==> config.mk <==
export PLATFORM = sky130hd
export DESIGN_NAME = murmur64a_stream_hash
export DESIGN_NICKNAME = d
export VERILOG_FILES = /design/src/rtl/m64h_pkg.sv /design/src/rtl/m64h_front.sv /design/src/rtl/m64h_fifo.sv /design/src/rtl/m64h_mul.sv /design/src/rtl/m64h_back.sv /design/src/rtl/murmur64a_stream_hash.sv
export SDC_FILE = /design/constraint.sdc
export NUM_CORES = 2
export LEC_CHECK = 0
export BUFFER_PORTS_ARGS = -buffer_cell sky130_fd_sc_hd__buf_2
export CAP_MARGIN = 20
export CORE_MARGIN = 2
export CORE_UTILIZATION = 45
export CTS_CLUSTER_DIAMETER = 30
export CTS_CLUSTER_SIZE = 24
export DETAILED_ROUTE_END_ITERATION = 10
export PLACE_DENSITY = 0.63
export SLEW_MARGIN = 0
export SYNTH_ARGS = -nofsm -noshare
export SYNTH_HDL_FRONTEND = slang
export SYNTH_HIERARCHICAL = 1
export SYNTH_SLANG_ARGS = --single-unit
==> constraint.sdc <==
create_clock -name clk -period 14.8 [get_ports clk]
set_input_delay 2.22 -clock clk [delete_from_list [all_inputs] [get_ports clk]]
set_output_delay 2.22 -clock clk [all_outputs]
set_load 0.05 [all_outputs]
==> src/rtl/m64h_pkg.sv <==
// ----------------------------------------------------------------------------
// m64h_pkg
// Shared types and constants of the streaming 64-bit multiply-xorshift hash.
// ----------------------------------------------------------------------------
package m64h_pkg;

  localparam logic [63:0] MIX_MUL   = 64'hc6a4a7935bd1e995;
  localparam int unsigned MIX_SHIFT = 47;

  // what one word contributes to the running hash
  typedef enum logic [1:0] {
    KIND_NONE,
    KIND_PART,
    KIND_FULL
  } kind_t;

  // one classified item, as it travels from the front to the back
  typedef struct packed {
    logic [63:0] word;
    kind_t       kind;
    logic        first;
    logic        last;
    logic [30:0] total_length;
  } item_t;

  // queue side of the back end
  typedef struct packed {
    logic  empty;
    item_t item;
  } q_rd_t;

endpackage

==> src/rtl/m64h_front.sv <==
// ----------------------------------------------------------------------------
// m64h_front
// Accepts input items, masks unused bytes and classifies each word as empty,
// partial or full, then hands it to the queue.
// ----------------------------------------------------------------------------
module m64h_front (
  input  logic            clk,
  input  logic            rst_n,
  input  logic            in_push,
  output logic            in_full,
  input  logic [63:0]     in_word,
  input  logic [3:0]      in_valid_bytes,
  input  logic            in_first,
  input  logic            in_last,
  input  logic [30:0]     in_total_length,
  output logic            q_push,
  output m64h_pkg::item_t q_item,
  input  logic            q_full
);
  import m64h_pkg::*;

  logic  v_r, v_nxt;
  item_t it_r, it_nxt;
  item_t cls;
  logic  accept;

  // classify and mask the incoming word
  always_comb begin
    cls.first        = in_first;
    cls.last         = in_last;
    cls.total_length = in_total_length;
    if (in_valid_bytes >= 4'd8) begin
      cls.kind = KIND_FULL;
    end else if (in_valid_bytes == 4'd0) begin
      cls.kind = KIND_NONE;
    end else begin
      cls.kind = KIND_PART;
    end
    for (int i = 0; i < 8; i++) begin
      cls.word[i*8 +: 8] = (in_valid_bytes > 4'(i)) ? in_word[i*8 +: 8] : 8'h00;
    end
  end

  assign in_full = v_r && q_full;
  assign accept  = in_push && !in_full;
  assign q_push  = v_r && !q_full;
  assign q_item  = it_r;

  // hold one item until the queue takes it
  always_comb begin
    v_nxt  = v_r;
    it_nxt = it_r;
    if (accept) begin
      v_nxt  = 1'b1;
      it_nxt = cls;
    end else if (q_push) begin
      v_nxt = 1'b0;
    end
  end

  always_ff @(posedge clk) begin
    if (!rst_n) begin
      v_r <= 1'b0;
    end else begin
      v_r <= v_nxt;
    end
    it_r <= it_nxt;
  end

endmodule

==> src/rtl/m64h_fifo.sv <==
// ----------------------------------------------------------------------------
// m64h_fifo
// Short queue of classified items between the front and the back end.
// ----------------------------------------------------------------------------
module m64h_fifo #(
  parameter int DEPTH = 2
) (
  input  logic            clk,
  input  logic            rst_n,
  input  logic            push,
  input  m64h_pkg::item_t push_item,
  output logic            full,
  input  logic            pop,
  output m64h_pkg::q_rd_t rd
);
  import m64h_pkg::*;

  localparam int PTR_W = (DEPTH > 1) ? $clog2(DEPTH) : 1;
  localparam int CNT_W = $clog2(DEPTH + 1);

  item_t            slot_r [DEPTH];
  logic [PTR_W-1:0] wr_ptr_r, wr_ptr_nxt;
  logic [PTR_W-1:0] rd_ptr_r, rd_ptr_nxt;
  logic [CNT_W-1:0] count_r, count_nxt;
  logic             do_push, do_pop;

  assign full     = (count_r == CNT_W'(DEPTH));
  assign rd.empty = (count_r == '0);
  assign rd.item  = slot_r[rd_ptr_r];
  assign do_push  = push && !full;
  assign do_pop   = pop && !rd.empty;

  // advance pointers with wrap at the depth
  always_comb begin
    wr_ptr_nxt = wr_ptr_r;
    rd_ptr_nxt = rd_ptr_r;
    count_nxt  = count_r;
    if (do_push) begin
      wr_ptr_nxt = (wr_ptr_r == PTR_W'(DEPTH - 1)) ? '0 : wr_ptr_r + 1'b1;
    end
    if (do_pop) begin
      rd_ptr_nxt = (rd_ptr_r == PTR_W'(DEPTH - 1)) ? '0 : rd_ptr_r + 1'b1;
    end
    if (do_push && !do_pop) begin
      count_nxt = count_r + 1'b1;
    end else if (do_pop && !do_push) begin
      count_nxt = count_r - 1'b1;
    end
  end

  always_ff @(posedge clk) begin
    if (!rst_n) begin
      wr_ptr_r <= '0;
      rd_ptr_r <= '0;
      count_r  <= '0;
    end else begin
      wr_ptr_r <= wr_ptr_nxt;
      rd_ptr_r <= rd_ptr_nxt;
      count_r  <= count_nxt;
    end
    if (do_push) begin
      slot_r[wr_ptr_r] <= push_item;
    end
  end

endmodule

==> src/rtl/m64h_mul.sv <==
// ----------------------------------------------------------------------------
// m64h_mul
// Multiplies a 64-bit operand by the mixing constant, modulo 2^64, with one
// 32x32 multiplier, accumulating the low, high-low and low-high products in turn.
// ----------------------------------------------------------------------------
module m64h_mul (
  input  logic        clk,
  input  logic        rst_n,
  input  logic        start,
  input  logic [63:0] operand,
  output logic        done,
  output logic [63:0] product
);
  import m64h_pkg::*;

  typedef enum logic [1:0] {
    STEP_LO,
    STEP_HL,
    STEP_LH
  } step_t;

  logic [63:0] a_r, a_nxt;
  logic [63:0] acc_r, acc_nxt;
  step_t       step_r, step_nxt;
  logic        busy_r, busy_nxt;
  logic        done_r, done_nxt;
  logic [31:0] opa, opb;
  logic [63:0] pp, addend;

  // pick the partial product of this step
  always_comb begin
    case (step_r)
      STEP_LO: begin
        opa = a_r[31:0];
        opb = MIX_MUL[31:0];
      end
      STEP_HL: begin
        opa = a_r[63:32];
        opb = MIX_MUL[31:0];
      end
      default: begin
        opa = a_r[31:0];
        opb = MIX_MUL[63:32];
      end
    endcase
    pp     = opa * opb;
    addend = (step_r == STEP_LO) ? pp : {pp[31:0], 32'h0};
  end

  // accumulate, one partial product a cycle
  always_comb begin
    a_nxt    = a_r;
    acc_nxt  = acc_r;
    step_nxt = step_r;
    busy_nxt = busy_r;
    done_nxt = 1'b0;
    if (start) begin
      a_nxt    = operand;
      acc_nxt  = '0;
      step_nxt = STEP_LO;
      busy_nxt = 1'b1;
    end else if (busy_r) begin
      acc_nxt = acc_r + addend;
      case (step_r)
        STEP_LO: step_nxt = STEP_HL;
        STEP_HL: step_nxt = STEP_LH;
        default: begin
          busy_nxt = 1'b0;
          done_nxt = 1'b1;
        end
      endcase
    end
  end

  assign done    = done_r;
  assign product = acc_r;

  always_ff @(posedge clk) begin
    if (!rst_n) begin
      busy_r <= 1'b0;
      done_r <= 1'b0;
      step_r <= STEP_LO;
    end else begin
      busy_r <= busy_nxt;
      done_r <= done_nxt;
      step_r <= step_nxt;
    end
    a_r   <= a_nxt;
    acc_r <= acc_nxt;
  end

endmodule

==> src/rtl/m64h_back.sv <==
// ----------------------------------------------------------------------------
// m64h_back
// Takes classified items from the queue, updates the running hash through
// the shared multiplier and finalizes it on the last word of a message.
// ----------------------------------------------------------------------------
module m64h_back (
  input  logic            clk,
  input  logic            rst_n,
  input  logic [31:0]     seed,
  input  m64h_pkg::q_rd_t rd,
  output logic            q_pop,
  output logic            out_empty,
  input  logic            out_pop,
  output logic [63:0]     out_hash
);
  import m64h_pkg::*;

  typedef enum logic [3:0] {
    S_IDLE,
    S_INIT,
    S_BODY,
    S_KEY1,
    S_KEY2,
    S_HMUL,
    S_FIN,
    S_FMUL,
    S_OUT
  } state_t;

  state_t      state_r, state_nxt;
  item_t       it_r, it_nxt;
  logic [63:0] h_r, h_nxt;
  logic [63:0] fin_r, fin_nxt;
  logic        ov_r, ov_nxt;
  logic [63:0] oh_r, oh_nxt;
  logic        mul_start, mul_done;
  logic [63:0] mul_a, mul_p;
  logic [63:0] key, hx;

  m64h_mul u_mul (
    .clk     (clk),
    .rst_n   (rst_n),
    .start   (mul_start),
    .operand (mul_a),
    .done    (mul_done),
    .product (mul_p)
  );

  assign key = mul_p ^ (mul_p >> MIX_SHIFT);
  assign hx  = h_r ^ mul_p;

  // sequence one item through the multiplier
  always_comb begin
    state_nxt = state_r;
    it_nxt    = it_r;
    h_nxt     = h_r;
    fin_nxt   = fin_r;
    ov_nxt    = ov_r;
    oh_nxt    = oh_r;
    q_pop     = 1'b0;
    mul_start = 1'b0;
    mul_a     = it_r.word;
    if (out_pop && ov_r) begin
      ov_nxt = 1'b0;
    end
    case (state_r)
      S_IDLE: begin
        if (!rd.empty) begin
          q_pop  = 1'b1;
          it_nxt = rd.item;
          if (rd.item.first) begin
            mul_start = 1'b1;
            mul_a     = {33'h0, rd.item.total_length};
            state_nxt = S_INIT;
          end else begin
            state_nxt = S_BODY;
          end
        end
      end
      S_INIT: begin
        if (mul_done) begin
          h_nxt     = {32'h0, seed} ^ mul_p;
          state_nxt = S_BODY;
        end
      end
      S_BODY: begin
        case (it_r.kind)
          KIND_FULL: begin
            mul_start = 1'b1;
            mul_a     = it_r.word;
            state_nxt = S_KEY1;
          end
          KIND_PART: begin
            h_nxt     = h_r ^ it_r.word;
            mul_start = 1'b1;
            mul_a     = h_r ^ it_r.word;
            state_nxt = S_HMUL;
          end
          default: state_nxt = S_FIN;
        endcase
      end
      S_KEY1: begin
        if (mul_done) begin
          mul_start = 1'b1;
          mul_a     = key;
          state_nxt = S_KEY2;
        end
      end
      S_KEY2: begin
        if (mul_done) begin
          h_nxt     = hx;
          mul_start = 1'b1;
          mul_a     = hx;
          state_nxt = S_HMUL;
        end
      end
      S_HMUL: begin
        if (mul_done) begin
          h_nxt     = mul_p;
          state_nxt = S_FIN;
        end
      end
      S_FIN: begin
        if (it_r.last) begin
          mul_start = 1'b1;
          mul_a     = h_r ^ (h_r >> MIX_SHIFT);
          state_nxt = S_FMUL;
        end else begin
          state_nxt = S_IDLE;
        end
      end
      S_FMUL: begin
        if (mul_done) begin
          fin_nxt   = key;
          state_nxt = S_OUT;
        end
      end
      S_OUT: begin
        // wait for the result slot to free up
        if (!ov_r || out_pop) begin
          ov_nxt    = 1'b1;
          oh_nxt    = fin_r;
          state_nxt = S_IDLE;
        end
      end
      default: state_nxt = S_IDLE;
    endcase
  end

  assign out_empty = !ov_r;
  assign out_hash  = oh_r;

  always_ff @(posedge clk) begin
    if (!rst_n) begin
      state_r <= S_IDLE;
      h_r     <= '0;
      ov_r    <= 1'b0;
    end else begin
      state_r <= state_nxt;
      h_r     <= h_nxt;
      ov_r    <= ov_nxt;
    end
    it_r  <= it_nxt;
    fin_r <= fin_nxt;
    oh_r  <= oh_nxt;
  end

endmodule

==> src/rtl/murmur64a_stream_hash.sv <==
// ----------------------------------------------------------------------------
// murmur64a_stream_hash
// Streaming 64-bit hash of messages sent as little-endian 64-bit words.
//
//   channel  direction  handshake        payload
//   in_      input      in_push/in_full  word, valid_bytes, first, last, len
//   out_     output     out_empty/pop    hash
//   cfg_     input      cfg_we           32-bit seed
//
// Every 64-bit multiply by the mixing constant runs on the one shared 32x32
// multiplier of the back end; an item needs from no multiply (empty word that
// is neither first nor last) to five (full first and last word).
// The front register and queue keep taking items while the back end works
// or a result waits. Reset clears the seed, the running hash and all queues.
// ----------------------------------------------------------------------------
module murmur64a_stream_hash #(
  parameter int QUEUE_DEPTH = 2
) (
  input  logic        clk,
  input  logic        rst_n,
  input  logic        in_push,
  output logic        in_full,
  input  logic [63:0] in_word,
  input  logic [3:0]  in_valid_bytes,
  input  logic        in_first,
  input  logic        in_last,
  input  logic [30:0] in_total_length,
  output logic        out_empty,
  input  logic        out_pop,
  output logic [63:0] out_hash,
  input  logic        cfg_we,
  input  logic [31:0] cfg_data
);
  import m64h_pkg::*;

  logic [31:0] seed_r, seed_nxt;
  logic        q_push, q_full, q_pop;
  item_t       q_item;
  q_rd_t       q_rd;

  // hold the seed
  assign seed_nxt = cfg_we ? cfg_data : seed_r;

  always_ff @(posedge clk) begin
    if (!rst_n) begin
      seed_r <= '0;
    end else begin
      seed_r <= seed_nxt;
    end
  end

  m64h_front u_front (
    .clk             (clk),
    .rst_n           (rst_n),
    .in_push         (in_push),
    .in_full         (in_full),
    .in_word         (in_word),
    .in_valid_bytes  (in_valid_bytes),
    .in_first        (in_first),
    .in_last         (in_last),
    .in_total_length (in_total_length),
    .q_push          (q_push),
    .q_item          (q_item),
    .q_full          (q_full)
  );

  m64h_fifo #(
    .DEPTH (QUEUE_DEPTH)
  ) u_fifo (
    .clk       (clk),
    .rst_n     (rst_n),
    .push      (q_push),
    .push_item (q_item),
    .full      (q_full),
    .pop       (q_pop),
    .rd        (q_rd)
  );

  m64h_back u_back (
    .clk       (clk),
    .rst_n     (rst_n),
    .seed      (seed_r),
    .rd        (q_rd),
    .q_pop     (q_pop),
    .out_empty (out_empty),
    .out_pop   (out_pop),
    .out_hash  (out_hash)
  );

endmodule
* Word-level counts from Yosys, hierarchy flattened
Memories as Yosys holds them, arrays and structs flattened. A register that Yosys moved wholly into a read port is not among the register bits. Index checks and enable logic that the tools add are counted.
Cells by class: $add $sub $neg 5, multiply operators 1, div/mod/pow operators 0, order comparisons 9, eq/ne operators 20, shift-type cells 0, mux-type cells 53, bitwise logic cells 8, reduce and logical (&&, ||, !) cells 34
Operators by type and width (count):
- $mux 64 | 11
- $pmux 64 s5 | 1
- $pmux 64 s4 | 1
- $xor 64x17->64 | 2
- $xor 64x64->64 | 2
- $add 64x64->64 | 1
- $mul 32x32->64 | 1
- $mux 32 | 2
- $xor 32x64->64 | 1
- $pmux 4 s9 | 1
- $mux 4 | 7
- $mux 1 | 23
- $eq 4x3->1 const B | 4
- $gt 4x3->1 const B | 4
- $ne 2x2->1 const B | 6
- $eq 4x2->1 const B | 2
- $gt 4x1->1 const B | 2
- $gt 4x2->1 const B | 2
- $logic_and 1x1->1 | 8
- $logic_not 4->1 | 2
- $reduce_and 2->1 | 4
- $reduce_or 2->1 | 4
- $reduce_and 7->1 | 1
- $logic_not 1->1 | 6
- 21 further kinds | 32
Word-level totals: register bits after elaboration 532, bits in latches 0, RAM bits 198, memory bits (read-only) 0, bits of input ports 138, output and inout port bits 66, logic and storage cells 161, memories 1
Memories:
- u_fifo.slot_r | depth 2, bits a word 99, read ports 1, clocked after Yosys merged registers in 1, write ports 1, line m64h_fifo.sv:21 | item_t slot_r [DEPTH];

* Depth between registers and ports, before layout
depth in word-level cells 8, mapped depth 46, mapped depth without buffers 42

* Cells and area by module
The synthesis kept the hierarchy.
Modules (own cells, without submodules):
- m64h_mul | times used 1, cells an instance 3488, area an instance 33007.9 µm², sequential area each 3283.1 µm²
- m64h_back | times used 1, cells an instance 1780, area an instance 16693.5 µm², sequential area each 7236.9 µm²
- m64h_fifo | times used 1, cells an instance 333, area an instance 7405.9 µm², sequential area each 6045.8 µm²
- m64h_front | times used 1, cells an instance 182, area an instance 3533.4 µm², sequential area each 2992.9 µm²
- murmur64a_stream_hash | times used 1, cells an instance 103, area an instance 1243.7 µm², sequential area each 640.6 µm²

* Least setup slack after synthesis
No wires, ideal clock.
path kind reg2reg, start register u_back.u_mul.step_r[0], end register u_back.u_mul.acc_r[63], in the netlist u_back/u_mul/product[63], library setup time 0.127 ns, data arrival time 10.838 ns, data required time 14.673 ns, setup slack 3.835 ns, cell stages (with the launch flop) 43, buffers on the path 4, clock period less this slack 10.965 ns, cells stage by stage dfxtp_1 -> nor2b_1 -> clkbuf_1 -> buf_1 -> clkbuf_1 -> mux2i_1 -> or2_2 -> inv_1 -> ha_1 -> inv_1 -> fa_1 -> inv_1 -> fa_1 -> inv_1 -> fa_1 -> inv_1 -> fa_1 -> fa_1 -> [... 7 more ...] -> o21ai_0 -> a2111oi_4 -> nor2_1 -> xor2_1 -> nor2_1 -> a21oi_1 -> ha_1 -> clkbuf_1 -> a21o_1 -> o21a_1 -> o41ai_1 -> o211a_1 -> nand3_1 -> o211a_1 -> o211ai_1 -> nand2_1 -> mux2i_1 -> or3_1
Between the ends: cells in the longest elaborated chain, start to end 6, elaborated cells on any way between the ends 8, those cells by class add/sub (1); mul (1); eq/ne (1); mux (3); reduce/logical (2)
RTL lines:
- from (decl) | line m64h_mul.sv:24 | step_t step_r, step_nxt;
- from (signal assigned) | line m64h_mul.sv:86 | step_r <= step_nxt;
- $eq 2x1->1 or $logic_not 2->1 (tied branches) | line m64h_mul.sv:32, m64h_mul.sv:47
- $reduce_or 2->1 (no source line)
- $mux 32 | line m64h_mul.sv:32 | case (step_r)
- $mul 32x32->64 | line m64h_mul.sv:46 | pp = opa * opb;
- $mux 64 * | line m64h_mul.sv:47 | addend = (step_r == STEP_LO) ? pp : {pp[31:0], 32'h0};
- $add 64x64->64 * | line m64h_mul.sv:63 | acc_nxt = acc_r + addend;
- to (signal assigned) | line m64h_mul.sv:89 | acc_r <= acc_nxt;
- to (decl) | line m64h_mul.sv:23 | logic [63:0] acc_r, acc_nxt;
Mark *: on every way between the ends. The rest lies on a longest branch, timed or not. A chain may end at the register's enable or synchronous reset.

* Worst setup path in the final report
Same ends and word-level chain as after synthesis.

==> flow_summary.json <==
{
  "status": "complete, no violations",
  "drc_errors": 0,
  "synth_ff_type": "edfxtp_1",
  "drt_iter0_markers": 4849,
  "tns_ps": 0,
  "grt_pass1_vias": 46220,
  "fin_util": 0.507,
  "finalWorstSetupSlack_ps": 1490,
  "clk_pin_slew_ps": 50,
  "clockRootBuffer": "clkbuf_16",
  "clock_latency_ps": 770,
  "grt_max_degree": 86,
  "final-hold-violation-count": 0,
  "cts_max_path_buffers": 3,
  "worstPathMaxFanout": 20,
  "grt_overflow": 0,
  "cts-buffers-inserted": 143,
  "yosysWarnings": 6,
  "end_kind": "flop",
  "path_class": "flop to flop",
  "cts_resized": 0,
  "first_pass_iters": 6,
  "core_um2": 137000,
  "drv_cap": 0,
  "synth_seq_area_share": 0.326,
  "fp.dieH_um": 375,
  "synth.distinct_cells": 104,
  "postCtsHoldBufs": 0,
  "drtAntennaViolNets": 0,
  "routed_wl_um": 213000,
  "hold_path.class": "flop to flop",
  "fp-row-count": 136,
  "gp_congestion": 1.04,
  "post-place-ws_ps": 1780,
  "period_minus_slack_ps": 13310,
  "cp_data_required_time_ps": 15420,
  "detail_route.vias_per_cell": 5.82,
  "cts_tree": "done",
  "critPathMaxStageDelay_ps": 910,
  "tightest_slew_ps": 1190,
  "r2r_setup_slack_ps": 1490,
  "setup_viol": 0,
  "syn_inst": 5886,
  "arrival_ps": 13930,
  "cp-start-kind": "flop",
  "area_growth_pct": 12.1,
  "slew-limit-headroom": 0.207,
  "syn_area_per_cell_um2": 10.5,
  "dp_hpwl_um": 166000,
  "grt_use_total": 0.303,
  "synth-edff-count": 556,
  "clock-sinks": 731,
  "drive_gt1_frac": 0.125,
  "placement.io_buffers": 203,
  "synth-seq-cells": 731,
  "fin_nets": 7200,
  "whs_ps": 411,
  "grt_setup_unrepaired": "false",
  "wl_per_cell_um": 26.9,
  "cpMostUsedCell": "fa_1",
  "num_vias": 45972,
  "initial_core_util": 0.452,
  "die_area_um2": 141000,
  "skew_ps": 47.9,
  "num_io_pins": 204,
  "period_share": 0.899,
  "timing.fmax_ghz": 0.0752,
  "syn_area_um2": 61900,
  "synth-async-reset-ratio": 0,
  "slew_violations": 0,
  "cts_setup_buffers": 0,
  "h-tree-depth": 4,
  "antenna_found_initial": 14,
  "slowest_stage": "nor2b_4",
  "grt_first_pass_wirelength_um": 311000,
  "chipWidth_um": 375
}
[synth_stat cells, drive strengths merged (9+ instances only)]
library cell	instances	area, um^2
o31ai	15	113
o311ai	19	166
nand2	343	1300
nand3	39	195
o21ai	262	1320
dfxtp	175	3500
nor3	51	312
xor2	142	1240
nand2b	28	178
nand4	40	250
edfxtp	556	16700
a31oi	25	156
fa	621	12400
clkbuf	231	873
ha	465	5820
buf	99	628
xnor2	119	1040
and3	10	62.6
a211o	16	141
o221ai	18	158
a21boi	18	135
a21oi	315	1580
nor2	269	1070
a221o	16	160
o22ai	109	688
mux2i	133	1330
a222oi	10	100
inv	872	3270
o21a	18	135
a22oi	42	315
or2	57	359
and2	36	225
a22o	30	263
nor2b	212	1330
o21bai	25	191
a221oi	40	350
nor4b	13	191
mux2	99	1150
o211ai	56	420
or3	9	56.3
a21o	81	608
o32ai	32	280
a211oi	34	270
[area by class of cell]
cell class | instances | area [um^2]
fill | 12278 | 67600
multi-input combinational | 3956 | 37000
sequential | 731 | 20200
clock buffer | 165 | 3780
inverter | 872 | 3270
tap | 1794 | 2240
timing repair buffer | 272 | 1550
clock inverter | 102 | 1300
antenna | 3 | 7.51
[registers in the layout (all words and copies together), names as in the netlist, 2 cells and up, named ones only]
| register | count |
|---|---|
| seed_r | 32 |
| u_back/fin_r | 64 |
| u_back/h_r | 64 |
| u_back/it_r | 67 |
| u_back/out_hash | 64 |
| u_back/state_r | 4 |
| u_back/u_mul/a_r | 64 |
| u_back/u_mul/product | 64 |
| u_back/u_mul/step_r | 2 |
| u_fifo/count_r | 2 |
| u_fifo/slot_r | 198 |
| u_front/q_item | 99 |
[logic make-up (layout without fill, tap and decap cells)]
kind of cell | Yosys count | in the layout | share of synthesized area
AOI/OAI and AO/OA | 1230 | 1230 | 0.130
buffers and inverters | 1202 | 1411 | 0.0772
xor gates and xnor gates | 261 | 261 | 0.0369
and+or+nand+nor | 1142 | 1142 | 0.0943
muxes | 232 | 232 | 0.0401
other | 2 | 8 | 0.000121
DFF | 731 | 731 | 0.326
adders and majority gates | 1086 | 1086 | 0.295
[critical path, delay by kind of cell, from the launching register on]
family | cells | cell delay, ps
fa+ha+maj | 10 | 4910
simple gates | 8 | 3160
compound gates | 12 | 2550
mux | 1 | 910
xor+xnor | 1 | 640
buf+inv | 5 | 550
flops | 1 | 440
[through the flow]
stage | instances | area, um^2
6_report | 7895 | 69400
5_1_grt | 7892 | 69400
4_1_cts | 7891 | 69400
3_5_place_dp | 7624 | 64300
3_3_place_gp | 7623 | 64300
2_1_floorplan | 5889 | 61900
[per-layer routing]
metal,part of all wire,track usage,vias up,routed length [um]
li1,-,-,20335,-
met5,0.00026,0,-,56
met3,0.079,0.0535,457,16700
met1,0.41,0.404,23043,87300
met2,0.45,0.470,2129,95500
met4,0.060,0.162,8,12800
[worst paths after layout]
check                                             from                       end  cells past startpoint
worst max-delay path            u_back/u_mul/step_r[0]  u_back/u_mul/product[63]                     37
worst max register to register  u_back/u_mul/step_r[0]  u_back/u_mul/product[63]                     37
worst min-delay path                  u_back/fin_r[49]       u_back/out_hash[49]                      0
worst min register to register        u_back/fin_r[49]       u_back/out_hash[49]                      0
[placed cells by master (no fill, tap or decap), types with 38 or more instances in the layout]
cell type  Yosys  layout
clkbuf_16      0     145
edfxtp_1     556     556
nand3_1       39      38
mux2_2        89      89
or2_2         54      54
nor3_1        41      39
a21oi_1      315     315
nor2b_1      212     207
dfxtp_1      175     167
buf_2         52     203
mux2i_1      133     132
a221oi_1      40      40
xor2_1       142     142
inv_1        869     868
o21ai_0      251     251
ha_1         465     465
o211ai_1      56      56
nand4_1       40      40
xnor2_1      119     119
a21o_1        81      81
fa_1         621     621
o22ai_1      108     108
nand2_1      339     338
nor2_1       259     254
buf_4         14      68
a22oi_1       42      42
Power is not shown: default switching activity piles up to over one toggle a cycle in this logic, so the estimate is an artifact.
